## src/hw/rtl/ple_pkg.sv

```systemverilog
`timescale 1ns / 1ps
// ----------------------------------------------------------------------------
// ple_pkg
// Shared types and codes for the positional list engine.
// ----------------------------------------------------------------------------
package ple_pkg;

   localparam int OP_WIDTH     = 2;
   localparam int POS_WIDTH    = 7;
   localparam int VALUE_WIDTH  = 32;
   localparam int STATUS_WIDTH = 2;
   localparam int LENGTH_WIDTH = 7;

   // operation codes
   localparam logic [OP_WIDTH-1:0] OP_INSERT = 2'd0;
   localparam logic [OP_WIDTH-1:0] OP_DELETE = 2'd1;
   localparam logic [OP_WIDTH-1:0] OP_DUMP   = 2'd2;

   // result status codes
   localparam logic [STATUS_WIDTH-1:0] ST_OK     = 2'd0;
   localparam logic [STATUS_WIDTH-1:0] ST_BADPOS = 2'd1;
   localparam logic [STATUS_WIDTH-1:0] ST_FULL   = 2'd2;
   localparam logic [STATUS_WIDTH-1:0] ST_EMPTY  = 2'd3;

   typedef struct packed {
      logic [OP_WIDTH-1:0]           op;
      logic [POS_WIDTH-1:0]          position;
      logic signed [VALUE_WIDTH-1:0] item_value;
   } req_payload_type;

   typedef struct packed {
      logic signed [VALUE_WIDTH-1:0] element;
      logic [STATUS_WIDTH-1:0]       status;
      logic [LENGTH_WIDTH-1:0]       length;
      logic                          last;
   } rsp_payload_type;

   typedef enum logic [0:0] {
      S_IDLE,
      S_DUMP
   } state_type;

   // controller -> datapath
   typedef struct packed {
      logic                    insert;
      logic                    delete;
      logic                    rotate;
      logic                    load;
      logic                    elem_sel;
      logic [STATUS_WIDTH-1:0] status;
      logic                    last;
   } dp_cmd_type;

   // datapath -> controller
   typedef struct packed {
      logic ins_pos_ok;
      logic del_pos_ok;
      logic full;
      logic empty;
      logic single;
   } dp_status_type;

endpackage

```

## src/hw/rtl/ple_datapath.sv

```systemverilog
`timescale 1ns / 1ps
// ----------------------------------------------------------------------------
// ple_datapath
// Shifting cell row holding the list, element count and result register.
// ----------------------------------------------------------------------------
module ple_datapath #(
   parameter int CAPACITY   = 64,
   parameter int DATA_WIDTH = 32,
   parameter int CW         = $clog2(CAPACITY + 1)
) (
   input  logic                     clock,
   input  logic                     reset,
   input  ple_pkg::req_payload_type req_payload,
   input  ple_pkg::dp_cmd_type      cmd,
   output ple_pkg::dp_status_type   status,
   output logic [CW-1:0]            count,
   output ple_pkg::rsp_payload_type rsp_payload
);

   logic [DATA_WIDTH-1:0]    cells_ff [CAPACITY];
   logic [DATA_WIDTH-1:0]    cells_in [CAPACITY];
   logic [CW-1:0]            count_ff;
   logic [CW-1:0]            count_in;
   ple_pkg::rsp_payload_type rsp_ff;
   ple_pkg::rsp_payload_type rsp_in;
   logic [7:0]               pos8;
   logic [7:0]               pos_m1;
   logic [7:0]               cnt8;
   logic [DATA_WIDTH-1:0]    new_val;

   assign pos8    = 8'(req_payload.position);
   assign pos_m1  = pos8 - 8'd1;
   assign cnt8    = 8'(count_ff);
   assign new_val = DATA_WIDTH'(req_payload.item_value);

   assign status.ins_pos_ok = (pos8 != 8'd0) && (pos8 <= cnt8 + 8'd1);
   assign status.del_pos_ok = (pos8 != 8'd0) && (pos8 <= cnt8);
   assign status.full       = (count_ff == CW'(CAPACITY));
   assign status.empty      = (count_ff == '0);
   assign status.single     = (count_ff == CW'(1));

   assign count       = count_ff;
   assign rsp_payload = rsp_ff;

   // each cell picks from itself, a neighbor, cell 0 (rotate wrap) or the new value
   always_comb begin
      for (int i = 0; i < CAPACITY; i++) begin
         cells_in[i] = cells_ff[i];
         if (cmd.insert) begin
            if (8'(i) == pos_m1) begin
               cells_in[i] = new_val;
            end else if (8'(i) > pos_m1 && 8'(i) <= cnt8) begin
               cells_in[i] = cells_ff[(i == 0) ? 0 : i - 1];
            end
         end else if (cmd.delete) begin
            if (8'(i) >= pos_m1 && 8'(i) + 8'd1 < cnt8) begin
               cells_in[i] = cells_ff[(i == CAPACITY - 1) ? i : i + 1];
            end
         end else if (cmd.rotate) begin
            if (8'(i) + 8'd1 < cnt8) begin
               cells_in[i] = cells_ff[(i == CAPACITY - 1) ? i : i + 1];
            end else if (8'(i) + 8'd1 == cnt8) begin
               cells_in[i] = cells_ff[0];
            end
         end
      end
   end

   always_comb begin
      count_in = count_ff;
      if (cmd.insert) begin
         count_in = count_ff + CW'(1);
      end else if (cmd.delete) begin
         count_in = count_ff - CW'(1);
      end
   end

   always_comb begin
      rsp_in = rsp_ff;
      if (cmd.load) begin
         rsp_in.element = cmd.elem_sel ? 32'($signed(cells_ff[0])) : '0;
         rsp_in.status  = cmd.status;
         rsp_in.length  = ple_pkg::LENGTH_WIDTH'(count_in);
         rsp_in.last    = cmd.last;
      end
   end

   always_ff @(posedge clock) begin
      if (reset) begin
         count_ff <= '0;
      end else begin
         count_ff <= count_in;
      end
   end

   always_ff @(posedge clock) begin
      cells_ff <= cells_in;
      rsp_ff   <= rsp_in;
   end

   a_count_bound: assert property (@(posedge clock) disable iff (reset)
      count_ff <= CW'(CAPACITY))
      else $error("element count above capacity");

   a_insert_not_full: assert property (@(posedge clock) disable iff (reset)
      cmd.insert |-> (!status.full && status.ins_pos_ok))
      else $error("insert applied to full list or bad position");

   a_delete_count: assert property (@(posedge clock) disable iff (reset)
      cmd.delete |=> (count_ff == $past(count_ff) - CW'(1)))
      else $error("delete did not shrink the count");

endmodule

```

## config.mk

```make
export PLATFORM = sky130hd
export DESIGN_NAME = ple_datapath
export DESIGN_NICKNAME = d
export VERILOG_FILES = /design/src/hw/rtl/ple_pkg.sv /design/src/hw/rtl/ple_datapath.sv
export SDC_FILE = /design/constraint.sdc
export NUM_CORES = 2
export LEC_CHECK = 0
export BUFFER_PORTS_ARGS = -buffer_cell sky130_fd_sc_hd__buf_4
export CELL_PAD_IN_SITES_DETAIL_PLACEMENT = 1
export CELL_PAD_IN_SITES_GLOBAL_PLACEMENT = 1
export CORE_MARGIN = 5
export CORE_UTILIZATION = 47
export DETAILED_ROUTE_END_ITERATION = 16
export HOLD_SLACK_MARGIN = 0.06
export PLACE_DENSITY = 0.83
export SLEW_MARGIN = 20
export SYNTH_ARGS = -nofsm -noshare
export SYNTH_HDL_FRONTEND = slang
export SYNTH_SLANG_ARGS = --single-unit
```

## constraint.sdc

```tcl
create_clock -name clock -period 6.1 [get_ports clock]
set_input_delay 0.915 -clock clock [delete_from_list [all_inputs] [get_ports clock]]
set_output_delay 0.915 -clock clock [all_outputs]
set_load 0.01 [all_outputs]
```

# Word-level counts from Yosys, hierarchy flattened
# Cells that the tools add are included.
# Widths: inputs -> output; s select.
# word_totals
input_bits	51
output_inout_bits	54
register_bits	2097
elab_cells	1357
# op_classes
add_sub_neg	4
reduce_logical	261
n_eq_ne	257
order_cmp	255
muxes	511
# op_table
op	n
$mux 32	509
$ne 3x1->1 const B	126
$eq 6x8->1 const A	32
$gt 6x8->1 const A	32
$reduce_and 4->1	63
$ge 6x8->1 const A	31
$reduce_bool 4->1	62
$eq 6x7->1 const A	32
$le 6x7->1 const A	32
$lt 6x7->1 const A	32
$eq 5x8->1 const A	16
$ge 5x8->1 const A	16
$gt 5x8->1 const A	16
$logic_and 1x1->1	128
$eq 5x7->1 const A	16
$le 5x7->1 const A	16
$lt 5x7->1 const A	16
$eq 4x8->1 const A	8
$ge 4x8->1 const A	8
$gt 4x8->1 const A	8
$eq 4x7->1 const A	8
$le 4x7->1 const A	8
$lt 4x7->1 const A	8
$eq 3x8->1 const A	4
other kinds (35)	61

# Logic depth before layout (Yosys ltp)
# logic_depth
ltp_word	6
mapped_depth	14
depth_no_buf	11

# Worst setup path after synthesis
# OpenSTA, ideal clock, no wires.
# synth_path
kind	in2reg
startpoint	input req_payload[32] (netlist bit)
endpoint	register cells_ff[1760] (netlist bit), enable pin
path_buffers	5
path_slack_ns	-0.258
t_required_ns	5.620
setup_ns	0.480
path_stages	12
t_arrival_ns	5.878
path_cell_list	buf_2 -> buf_2 -> inv_1 -> ha_1 -> buf_4 -> nand3b_1 -> mux2_2 -> o21ai_1 -> buf_2 -> nand3_1 -> buf_2 -> a311oi_1
# synth_between
elab_chain_cells	5
elab_cells_between_ends	9
classes_between	add/sub (1); order compare (2); eq/ne (3); reduce/logical (3)
# synth_lines
item	line	source
start: declaration	ple_datapath.sv:13	input ple_pkg::req_payload_type req_payload,
$sub 7x1->8 (*)	ple_datapath.sv:32	assign pos_m1 = pos8 - 8'd1;
$gt 4x8->1 or $ge 4x8->1 (tied branches)	ple_datapath.sv:52, ple_datapath.sv:56	
$logic_and 1x1->1 (on tied branches)	ple_datapath.sv:52, ple_datapath.sv:56	
$ne 3x1->1 (no source line)	-	
$reduce_and 4->1 (no source line) (*)	-	
end signal: assignment	ple_datapath.sv:97	cells_ff <= cells_in;
end: declaration	ple_datapath.sv:20	logic [DATA_WIDTH-1:0] cells_ff [CAPACITY];
# Mark *: on every way between the ends. The rest lies on a longest branch, timed or not.
# A chain may end at the register's enable or synchronous reset.

==> results.sh <==
export IMPL_crit_path_end_kind="output port"
export IMPL_fin_crit_sh=0.937
export IMPL_cts_root_buffer="clkbuf_16"
export IMPL_drc=0
export IMPL_gr_total_overflow=0
export IMPL_antenna_left=0
export IMPL_antenna_found_initial=59
export IMPL_grt_start_max_net_pins=239
export IMPL_fp_dieW_um=540
export IMPL_rsz0062_at_grt="no"
export IMPL_pwr_density_cell_nw_per_um2=286
export IMPL_maxCapViolCount=0
export IMPL_synth_cell_types=95
export IMPL_slew_headroom=0.0948
export IMPL_synth_top_family_by_area="compound AO/OA/AOI/OAI gates"
export IMPL_multi_input_area_um2=63600
export IMPL_clock_path_buffers=4
export IMPL_nets=12400
export IMPL_ctsHtreeMaxLevel=4
export IMPL_p_sw_mw=13.4
export IMPL_synth_compound_area_share=0.182
export IMPL_synth_simple_area_share=0.113
export IMPL_seqPwrFrac=0.435
export IMPL_critPathArrivalTime_ns=4.80
export IMPL_finalHoldViolCount=0
export IMPL_grt_use_met1=0.527
export IMPL_synthTopCellsByArea="edfxtp_1, mux2i_1, a211oi_1"
export IMPL_synth_flop_cell="edfxtp_1"
export IMPL_clk_pin_slew_ns=0.06
export IMPL_required_ns=5.18
export IMPL_dieHeight_um=540
export IMPL_gr_usage_met3=0.125
export IMPL_insertion_delay_ns=0.96
export IMPL_dp_hpwl_mm=394
export IMPL_pwr_share_comb=0.211
export IMPL_yosys_cell_count_top_type="edfxtp_1"
export IMPL_grtUsageTotal=0.407
export IMPL_fp_coreArea_um2=279000
export IMPL_crit_type="flop to output port"
export IMPL_synthAdderAreaFrac=0.00227
export IMPL_vias=117000
export IMPL_synth_edf_count=2090
export IMPL_dieArea_um2=292000
export IMPL_numCtsBuffers=236
export IMPL_fmax_ghz=0.175
export IMPL_min_period_ns=5.72
export IMPL_ys_warn_count=0
export IMPL_top_usage_layer="met2"
export IMPL_grt_pass1_wl_mm=873
export IMPL_synth_top_cell_by_area="edfxtp_1"
export IMPL_grt_pass1_vias=118000
export IMPL_synthMuxAreaShare=0.173
export IMPL_use_met2=0.597
export IMPL_globalplace_congestion=0.995
export IMPL_synth_xor_area_frac=0.00111
export IMPL_dp_cells=15800
export IMPL_post_drt_wl_per_cell_um=38.0
export IMPL_critPathLaunchType="flop"
export IMPL_via_per_inst=7.18
export IMPL_instances_no_fill=16300
export IMPL_fin_worst_skew_ns=0.0789
export IMPL_firstDrtPassIters=6
export IMPL_fillers=29800
export IMPL_start_util=0.473
export IMPL_holdPathStages=2
export IMPL_synth_nets=13200
export IMPL_netlist_area_leader_share=0.475
export IMPL_cts_resized_gates=0
export IMPL_routed_wirelength_mm=620
export IMPL_whs_ns=0.158
export IMPL_design_area_um2=145000
export IMPL_clkPwrFrac=0.353
export IMPL_yosys_top_cells_count="edfxtp_1, mux2i_1, nand2_1"
export IMPL_worst_pin_slew_ns=1.36
export IMPL_port_buffers=102
export IMPL_power_internal_mw=28.2
export IMPL_reg2reg_depth=7
export IMPL_dpl_instance_area_um2=138000
export IMPL_setup_tns_ns=0
export IMPL_ctsHoldBuffers=0
export IMPL_drt_iter0_drc=17200
export IMPL_post_synth_cell_area_avg_um2=10.1
export IMPL_final_layout_size_suffix_gt1_frac=0.127
export IMPL_syn_inst=13100
export IMPL_sw_frac_of_total=0.322
export IMPL_irDropWorstVdd_mv=0.245
export IMPL_ys_seq_area_frac=0.476
export IMPL_status="completed"
export IMPL_hold_class="input port to flop"
export IMPL_io_pins=105
export IMPL_rows=194
export IMPL_post_cts_buffers=0
export IMPL_slew_viol_final=0
export IMPL_netlist_area_um2=132000
export IMPL_cts_sinks=2097
export IMPL_cellLeakagePower_nw=54.2
export IMPL_path_max_fanout=26
export IMPL_async_reset_ff_frac=0
export IMPL_setup_viol=0
export IMPL_ys_ff_latch=2097
export IMPL_regArea_um2=62900
export IMPL_syn2layout_area_growth_pct=10.0
export IMPL_cts_tree="built"
-- metal layers --
layer	part of all wire	wire, um
met5	0.00029	180
met1	0.37	232000
met4	0.074	46000
met2	0.42	260000
met3	0.13	82100
-- placed cells by master, fill, tap and decap left out, types with 89 or more instances in the layout --
cell type and instances:
edfxtp_1 2090, mux2i_1 1797, nand2_1 1446, a211oi_1 1217
a21oi_1 1206, nor2b_1 684, nor2_1 549, o21ai_0 538
buf_4 505, mux2_2 436, a31oi_1 307, clkbuf_16 238
and3_1 168, o21ai_1 150, buf_12 104, nand3_1 90
clkinv_1 89
-- worst max-delay path, cell delays in order (launching register included) --
cell and delay [ns]:
dfxtp_2 0.85, inv_2 0.33, nor3_1 1.01, nand2_1 0.26, xnor2_1 0.21, ha_1 0.34
nand3_1 0.08, nor2_1 0.09, a31oi_1 0.06, nand2_1 0.09, a21oi_1 0.04, a211oi_1 0.29
buf_4 0.18
-- stage by stage --
step	util	power (mW)	setup slack [ns]
floorplan	-	23.2	0.00676
CTS	0.519	41.2	0.559
finish	0.520	41.6	0.383
detailed placement	0.492	26.7	0.659
global route	0.520	42.5	0.409
global placement	0.492	26.3	0.795
-- registers in the layout, indices dropped and copies added, names as in the netlist --
register / flops
cells_ff: 2048
count: 7
rsp_payload: 42
-- logic make-up (layout without fill, tap and decap cells) --
kind of cell	after synthesis	after routing
XOR/XNOR	15	15
adder cells (fa/ha/maj)	24	24
buffers and inverters	1699	1163
flip-flops	2097	2097
AND/OR/NAND/NOR	3193	3193
other	0	32
multiplexers	2233	2233
AO/OA/AOI/OAI	3831	3831
-- final timing paths --
check            startpoint             end  slack [ns]
min reg2reg  cells_ff[1475]  cells_ff[1507]        0.59
max reg2reg        count[3]   cells_ff[706]        1.50
max                count[2]       status[4]        0.38
min                   reset        count[5]        0.16
-- final cells by class --
class,count,area share
repair buffers,613,0.0411
multi-input cells,9296,0.438
diodes,32,0.000551
clock buffers,286,0.0424
inverters,117,0.00308
flip-flops and latches,2097,0.433
well taps,3724,0.0321
clock inverters,147,0.00936
-- power groups by stage --
stage                     clock (mW)  combinational, mW  sequential [mW]
final                           14.7               8.80             18.1
after floorplan                    0               5.14             18.1
after CTS                       14.6               8.46             18.1
after global placement             0               8.04             18.3
after detailed placement           0               8.36             18.4
after global routing            15.3               9.11             18.2
No activity file was read; power rests on OpenSTA's default activity.
