===== src/hw/rtl/ple_pkg.sv =====
`timescale 1ns / 1ps
// ----------------------------------------------------------------------------
// ple_pkg
// Shared types and codes for the positional list engine.
// ----------------------------------------------------------------------------
package ple_pkg;

   localparam int OP_WIDTH     = 2;
   localparam int POS_WIDTH    = 7;
   localparam int VALUE_WIDTH  = 32;
   localparam int STATUS_WIDTH = 2;
   localparam int LENGTH_WIDTH = 7;

   // operation codes
   localparam logic [OP_WIDTH-1:0] OP_INSERT = 2'd0;
   localparam logic [OP_WIDTH-1:0] OP_DELETE = 2'd1;
   localparam logic [OP_WIDTH-1:0] OP_DUMP   = 2'd2;

   // result status codes
   localparam logic [STATUS_WIDTH-1:0] ST_OK     = 2'd0;
   localparam logic [STATUS_WIDTH-1:0] ST_BADPOS = 2'd1;
   localparam logic [STATUS_WIDTH-1:0] ST_FULL   = 2'd2;
   localparam logic [STATUS_WIDTH-1:0] ST_EMPTY  = 2'd3;

   typedef struct packed {
      logic [OP_WIDTH-1:0]           op;
      logic [POS_WIDTH-1:0]          position;
      logic signed [VALUE_WIDTH-1:0] item_value;
   } req_payload_type;

   typedef struct packed {
      logic signed [VALUE_WIDTH-1:0] element;
      logic [STATUS_WIDTH-1:0]       status;
      logic [LENGTH_WIDTH-1:0]       length;
      logic                          last;
   } rsp_payload_type;

   typedef enum logic [0:0] {
      S_IDLE,
      S_DUMP
   } state_type;

   // controller -> datapath
   typedef struct packed {
      logic                    insert;
      logic                    delete;
      logic                    rotate;
      logic                    load;
      logic                    elem_sel;
      logic [STATUS_WIDTH-1:0] status;
      logic                    last;
   } dp_cmd_type;

   // datapath -> controller
   typedef struct packed {
      logic ins_pos_ok;
      logic del_pos_ok;
      logic full;
      logic empty;
      logic single;
   } dp_status_type;

endpackage


===== src/hw/rtl/ple_ctrl.sv =====
`timescale 1ns / 1ps
// ----------------------------------------------------------------------------
// ple_ctrl
// Operation sequencer: decodes requests, runs dump streaming, owns rsp_valid.
// ----------------------------------------------------------------------------
module ple_ctrl #(
   parameter int CW = 7
) (
   input  logic                          clock,
   input  logic                          reset,
   input  logic                          req_valid,
   output logic                          req_stall,
   input  logic [ple_pkg::OP_WIDTH-1:0]  req_op,
   output logic                          rsp_valid,
   input  logic                          rsp_stall,
   input  ple_pkg::dp_status_type        status,
   input  logic [CW-1:0]                 count,
   output ple_pkg::dp_cmd_type           cmd
);

   ple_pkg::state_type state_ff;
   ple_pkg::state_type state_in;
   logic [CW-1:0]      dump_cnt_ff;
   logic [CW-1:0]      dump_cnt_in;
   logic               rsp_valid_ff;
   logic               rsp_valid_in;
   logic               out_free;
   logic               req_fire;
   logic               dump_last;

   assign out_free  = !rsp_valid_ff || !rsp_stall;
   assign req_stall = (state_ff == ple_pkg::S_DUMP) || !out_free;
   assign req_fire  = req_valid && !req_stall;
   assign rsp_valid = rsp_valid_ff;
   assign dump_last = (dump_cnt_ff + CW'(1)) == count;

   always_comb begin
      state_in     = state_ff;
      dump_cnt_in  = dump_cnt_ff;
      cmd          = '0;
      cmd.status   = ple_pkg::ST_OK;
      unique case (state_ff)
         ple_pkg::S_IDLE: begin
            if (req_fire) begin
               cmd.last = 1'b1;
               unique case (req_op)
                  ple_pkg::OP_INSERT: begin
                     cmd.load = 1'b1;
                     if (!status.ins_pos_ok) begin
                        cmd.status = ple_pkg::ST_BADPOS;
                     end else if (status.full) begin
                        cmd.status = ple_pkg::ST_FULL;
                     end else begin
                        cmd.insert = 1'b1;
                     end
                  end
                  ple_pkg::OP_DELETE: begin
                     cmd.load = 1'b1;
                     if (!status.del_pos_ok) begin
                        cmd.status = ple_pkg::ST_BADPOS;
                     end else begin
                        cmd.delete = 1'b1;
                     end
                  end
                  ple_pkg::OP_DUMP: begin
                     cmd.load = 1'b1;
                     if (status.empty) begin
                        cmd.status = ple_pkg::ST_EMPTY;
                     end else begin
                        cmd.elem_sel = 1'b1;
                        cmd.rotate   = 1'b1;
                        cmd.last     = status.single;
                        if (!status.single) begin
                           dump_cnt_in = CW'(1);
                           state_in    = ple_pkg::S_DUMP;
                        end
                     end
                  end
                  default: begin
                     cmd.last = 1'b0;  // unused code: dropped
                  end
               endcase
            end
         end
         ple_pkg::S_DUMP: begin
            if (out_free) begin
               cmd.load     = 1'b1;
               cmd.elem_sel = 1'b1;
               cmd.rotate   = 1'b1;
               cmd.last     = dump_last;
               dump_cnt_in  = dump_cnt_ff + CW'(1);
               if (dump_last) begin
                  state_in = ple_pkg::S_IDLE;
               end
            end
         end
         default: begin
            state_in = ple_pkg::S_IDLE;
         end
      endcase
   end

   always_comb begin
      rsp_valid_in = rsp_valid_ff;
      if (cmd.load) begin
         rsp_valid_in = 1'b1;
      end else if (!rsp_stall) begin
         rsp_valid_in = 1'b0;
      end
   end

   always_ff @(posedge clock) begin
      if (reset) begin
         state_ff     <= ple_pkg::S_IDLE;
         dump_cnt_ff  <= '0;
         rsp_valid_ff <= 1'b0;
      end else begin
         state_ff     <= state_in;
         dump_cnt_ff  <= dump_cnt_in;
         rsp_valid_ff <= rsp_valid_in;
      end
   end

   a_dump_holds_rsp: assert property (@(posedge clock) disable iff (reset)
      (state_ff == ple_pkg::S_DUMP) |-> rsp_valid_ff)
      else $error("dump in progress without a pending result");

   a_one_edit: assert property (@(posedge clock) disable iff (reset)
      $onehot0({cmd.insert, cmd.delete, cmd.rotate}))
      else $error("more than one list edit in a cycle");

   a_dump_index: assert property (@(posedge clock) disable iff (reset)
      (state_ff == ple_pkg::S_DUMP) |-> (dump_cnt_ff < count))
      else $error("dump index ran past the count");

endmodule

===== config.mk =====
export PLATFORM = sky130hd
export DESIGN_NAME = ple_ctrl
export DESIGN_NICKNAME = d
export VERILOG_FILES = /design/src/hw/rtl/ple_pkg.sv /design/src/hw/rtl/ple_ctrl.sv
export SDC_FILE = /design/constraint.sdc
export NUM_CORES = 1
export LEC_CHECK = 0
export ABC_AREA = 1
export BUFFER_PORTS_ARGS = -buffer_cell sky130_fd_sc_hd__buf_2
export CAP_MARGIN = 10
export CORE_MARGIN = 10
export CORE_UTILIZATION = 43
export DETAILED_ROUTE_END_ITERATION = 10
export GPL_ROUTABILITY_DRIVEN = 0
export PLACE_DENSITY = 0.74
export RECOVER_POWER = 25
export SLEW_MARGIN = 20
export SYNTH_ARGS = -nofsm -noshare
export SYNTH_HDL_FRONTEND = slang
export SYNTH_SLANG_ARGS = --single-unit
export TNS_END_PERCENT = 5

===== constraint.sdc =====
create_clock -name clock -period 1.2 [get_ports clock]
set_input_delay 0.06 -clock clock [delete_from_list [all_inputs] [get_ports clock]]
set_output_delay 0.06 -clock clock [all_outputs]
set_load 0.02 [all_outputs]

== Word level (Yosys, flattened, before mapping) ==
Cells that the tools add are included.

* Reductions and logical operators: 11
* Multiplexer cells: 37
* Bitwise logic cells: 1
* Eq/ne operators: 9
* Add/sub/neg operators: 1

{| class="wikitable"
|+ Operators by type and width
! cell !! number
|-
| $mux W7 || 5
|-
| $mux W1 || 19
|-
| $pmux W7 S2 || 1
|-
| $mux W2 || 5
|-
| $mux W8 || 1
|-
| $add A7 B1 Y7 const B || 1
|-
| $eq A7 B7 Y1 || 1
|-
| $ne A2 B1 Y1 const B || 3
|-
| $ne A2 B2 Y1 const B || 3
|-
| $pmux W1 S2 || 3
|-
| $pmux W2 S3 || 1
|-
| $pmux W3 S2 || 1
|-
| $reduce_and A5 Y1 || 1
|-
| $logic_not A1 Y1 || 4
|-
| $mux W3 || 1
|-
| $reduce_or A3 Y1 || 1
|-
| $eq A2 B1 Y1 const B || 1
|-
| $eq A2 B2 Y1 const B || 1
|-
| $logic_not A2 Y1 || 1
|-
| $logic_or A1 B1 Y1 || 2
|-
| $reduce_or A2 Y1 || 1
|-
| $logic_and A1 B1 Y1 || 1
|-
| $not A1 Y1 || 1
|}

* Register bits after elaboration: 9
* Bits of input ports: 18

== Depth between registers and ports, before layout ==
* Word-level depth: 9
* Depth in mapped cells: 11

== Worst setup path after synthesis ==
OpenSTA, ideal clock, no wires.

* Path kind: reg-to-output
* Start: register rsp_valid_ff (netlist: rsp_valid)
* End: output port cmd[6] (netlist bit)
* Stages on the path, launching flop included: 6
* Path buffers: 0
* Required time: 1.140 ns
* Arrival: 1.497 ns
* Setup slack: -0.357 ns
* Cell sequence: dfxtp_1 nand2_1 nand2_1 nor2_2 inv_2 nor4_1

{| class="wikitable"
|+ RTL lines
! element !! RTL line !! text
|-
| start: declaration || ple_ctrl.sv:25 || <nowiki>logic rsp_valid_ff;</nowiki>
|-
| start signal: assignment || ple_ctrl.sv:120 || <nowiki>rsp_valid_ff <= rsp_valid_in;</nowiki>
|-
| end: declaration || ple_ctrl.sv:18 || <nowiki>output ple_pkg::dp_cmd_type cmd</nowiki>
|}

==> metrics.log <==
INFO  metric critical_path_peak_fanout = 3
INFO  metric timing_worst_slew_pin_value = 234 ps
INFO  metric outcome = complete, but fails checks
INFO  metric endpoint_of_the_worst_register_to_register_path = state_ff$_SDFF_PP0_
INFO  metric grt_pass1_vias = 956
INFO  metric cts_tree = built
INFO  metric syn-cell-area = 743 sq um
INFO  metric cts.reportedPaths.clkPinSlew = 60 ps
INFO  metric ys_top_cells_by_area = sky130_fd_sc_hd__dfxtp_1 24%, sky130_fd_sc_hd__nand2_1 23%, sky130_fd_sc_hd__inv_1 9.1%
INFO  metric clock_tree.root_cell = sky130_fd_sc_hd__clkbuf_4
INFO  metric route.final.wire_length = 2170 um
INFO  metric syn_to_final_growth = 46.8%
INFO  metric floorplan.io_pins = 28
INFO  metric synth_top_area_share = 24.2%
INFO  metric holdCritPathClass = in2reg
INFO  metric insertedDiodeCount = 0
INFO  metric timing.hold.worst_path_depth = 2
INFO  metric hp-start = reset
INFO  metric relSlewSlack = 84.2%
INFO  metric regToRegStartpoint = dump_cnt_ff[1]$_SDFFE_PP0P_
INFO  metric die_w = 61.6 um
INFO  metric timing.critical_path.required = 1140 ps
INFO  metric synth.yosys.warnings = 0
INFO  metric fillerInstances = 133
INFO  metric drt_drc_violations_left = 0
INFO  metric fin_worst_skew = 0.925 ps
INFO  metric globalRouteTotalUtil = 12.8%
INFO  metric grt_first_pass_wirelength = 3740 um
INFO  metric cts_hold_repair.buffers = 0
INFO  metric finalCritPeriodShare = 141%
INFO  metric cp_cell_sequence = ha_4 -> xnor2_2 -> nand3_1 -> nor2_1 -> nand2_1 -> nor2_2 -> nand2_1 -> nand2_2 -> buf_6
INFO  metric instances_no_fill = 181
INFO  metric number_of_antenna_violations_at_the_first_check_in_global_routing = 0
INFO  metric final_net_count = 185
INFO  metric violations = setup timing
INFO  metric criticalPathCategory = reg2out
INFO  metric buffer_ports.inserted = 27
INFO  metric synth.avg_cell_area = 5.76 sq um
INFO  metric cts_made_buffers = 3
INFO  metric critPathMostFrequentCell = sky130_fd_sc_hd__nand2_1
INFO  metric core-area = 1580 sq um
INFO  metric critical_path.endpoint_type = primary output
INFO  metric hold_viol = 0
INFO  metric routed_via_density = 5.00
INFO  metric synth_async_reset_ratio = 0%
INFO  metric critical_path_max_stage_delay = 360 ps
INFO  metric antenna_violating_nets_post_route = 0
INFO  metric post-dp-hpwl = 1790 um
INFO  metric synth_cell_type_count = 25
INFO  metric die_h = 61.6 um
INFO  metric floorplan.die_area = 3790 sq um
INFO  metric firstDrtPassIters = 4
INFO  metric worstPathArrival = 1630 ps
INFO  metric worst-path-buf-inv = 1
INFO  metric finalMaxSlewViolations = 0
INFO  metric crit_path_start_kind = flip-flop
INFO  metric clock_insertion_delay_worst_skew = 270 ps
INFO  metric rr_worst_depth = 7
INFO  metric syn-instance-count = 129
INFO  metric htree_num_levels = 1
INFO  metric setup_viol = 8
INFO  metric clock_sinks = 9
INFO  metric worst_path_max_delay_cell = sky130_fd_sc_hd__dfxtp_4
INFO  metric unrepaired_setup_endpoints_after_global_routing = yes
INFO  metric wire_per_inst = 12.0 um
INFO  metric synthFlopType = sky130_fd_sc_hd__dfxtp_1
INFO  metric grt_overflow_total = 0
INFO  metric routed-via-count = 905
INFO  metric power_density = 675 nW/um^2
INFO  metric hold_end = dump_cnt_ff[1]$_SDFFE_PP0P_
INFO  metric postPlaceCellArea = 1000 sq um
INFO  metric dpl.cell_count = 177
INFO  metric max_freq = 0.590 GHz
INFO  metric synthesis.nets = 148
INFO  metric postCtsSetupRepairBufs = 0
INFO  metric power.static_leakage = 0.000558 uW
INFO  metric vdd.ir_drop.worst = 0.420 mV
INFO  metric post-synth-top-area-cell = sky130_fd_sc_hd__dfxtp_1
INFO  metric timing.critical_path.max_delay_family = simple AND/OR/NAND/NOR gates
INFO  metric seq_area_frac_synth = 24.2%
INFO  metric layout.cell_area.non_filler = 1090 sq um
INFO  metric initial_utilization = 47.1%
INFO  metric r2r_setup_slack = -90 ps
INFO  metric setup_ws = -494 ps
INFO  metric fin_setup_tns = -1310 ps
INFO  metric synth_enable_flop_cells = 0
INFO  metric layout_min_cycle_time = 1690 ps
INFO  metric grt_max_degree = 9
INFO  metric maxcap_viol_count = 0
INFO  metric layout-drive-gt1-share = 41.2%
INFO  metric postSynthRegisterBits = 9
INFO  metric drt-initial-drc-count = 15
INFO  metric timing.hold.ws = 60.0 ps
INFO  metric synthMostInstantiatedCell = sky130_fd_sc_hd__nand2_1
INFO  metric std_cell_rows = 14
INFO  metric cts_buffer_depth = 2
INFO  metric synth_common_cells = 45 x sky130_fd_sc_hd__nand2_1, 18 x sky130_fd_sc_hd__inv_1, 13 x sky130_fd_sc_hd__nand3_1
INFO  metric p_total = 736 uW
per-layer routing:
metal | GRT usage [%] | vias up | wire length [um]
met2 | 22.5 | 23 | 1100
met3 | 3.50 | 5 | 112
li1 | - | 475 | -
met4 | 6.69 | 0 | 47
met1 | 13.5 | 402 | 915
met5 | 0 | - | 0
cells by family (layout without fill, tap and decap cells):
group / Yosys count / after routing / share of synthesized area [%]
AO/OA/AOI/OAI: 16 / 16 / 12.3
XOR/XNOR: 3 / 3 / 3.54
adder cells (fa/ha/maj): 1 / 1 / 1.68
buffers and inverters: 26 / 62 / 14.1
flip-flops: 9 / 9 / 24.2
AND/OR/NAND/NOR: 74 / 74 / 44.1
worst reg2reg max path: stages (launching register included):
cell and delay, ps:
sky130_fd_sc_hd__dfxtp_4 360, sky130_fd_sc_hd__ha_4 250, sky130_fd_sc_hd__xnor2_2 130, sky130_fd_sc_hd__nand3_1 80, sky130_fd_sc_hd__nor2_1 110, sky130_fd_sc_hd__nand2_1 70, sky130_fd_sc_hd__nor2_2 110, sky130_fd_sc_hd__a21oi_1 80
placed cells by master, fill, tap and decap left out, drive strengths merged:
cell type | synthesis | layout
nor2 | 8 | 8
dfxtp | 9 | 9
nor4 | 1 | 1
clkbuf | 0 | 5
o21bai | 1 | 1
nor3 | 1 | 1
clkinv | 2 | 1
nand3b | 1 | 1
xnor2 | 2 | 2
nand2 | 49 | 49
xor2 | 1 | 1
o311ai | 1 | 1
nand3 | 14 | 14
inv | 21 | 22
a21oi | 10 | 10
a31oi | 1 | 1
ha | 1 | 1
buf | 3 | 34
o21ai | 3 | 3
flip-flops by register name, summed over array words and instances (netlist names):
register	cells
state_ff	1
dump_cnt_ff	7
rsp_valid	1
what timing repair did:
action,in CTS,in global routing
endpoints found under the setup margin,10,16
resized for setup,16,6
pin swaps,2,1
layout make-up:
cell class                      instances  area [sq um]  share of cell area [%]
Timing Repair Buffer                   35           223                    20.4
Multi-Input combinational cell         94           543                    49.8
Tap cell                               16          20.0                    1.83
Inverter                               23          86.3                    7.91
Clock buffer                            4          26.3                    2.41
Sequential cell                         9           193                    17.7
stage by stage:
step / setup slack (ps) / utilization (%)
floorplan: -38.3 / -
global placement: -235 / 63.6
detailed placement: -263 / 63.6
CTS: -501 / 68.3
global route: -576 / 69.2
finish: -494 / 69.2
report_power, final:
part,switching (uW),internal (uW),total (uW)
sequential,4.51,298,302
combinational,107,81.1,188
clock,117,129,246
total,229,507,736
worst max path at each step:
| stage | cells after the start | endpoint | startpoint | slack (ps) |
|---|---|---|---|---|
| 3_5_place_dp | 10 | cmd[0] | dump_cnt_ff[1]$_SDFFE_PP0P_ | -260 |
| 3_3_place_gp | 10 | cmd[0] | dump_cnt_ff[1]$_SDFFE_PP0P_ | -230 |
| 4_1_cts | 9 | cmd[0] | dump_cnt_ff[1]$_SDFFE_PP0P_ | -500 |
| 6_report | 9 | cmd[0] | dump_cnt_ff[1]$_SDFFE_PP0P_ | -490 |
| 2_1_floorplan | 9 | cmd[0] | dump_cnt_ff[1]$_SDFFE_PP0P_ | -40 |
| 5_1_grt | 12 | cmd[0] | dump_cnt_ff[1]$_SDFFE_PP0P_ | -580 |
No activity file was read; power rests on OpenSTA's default activity.
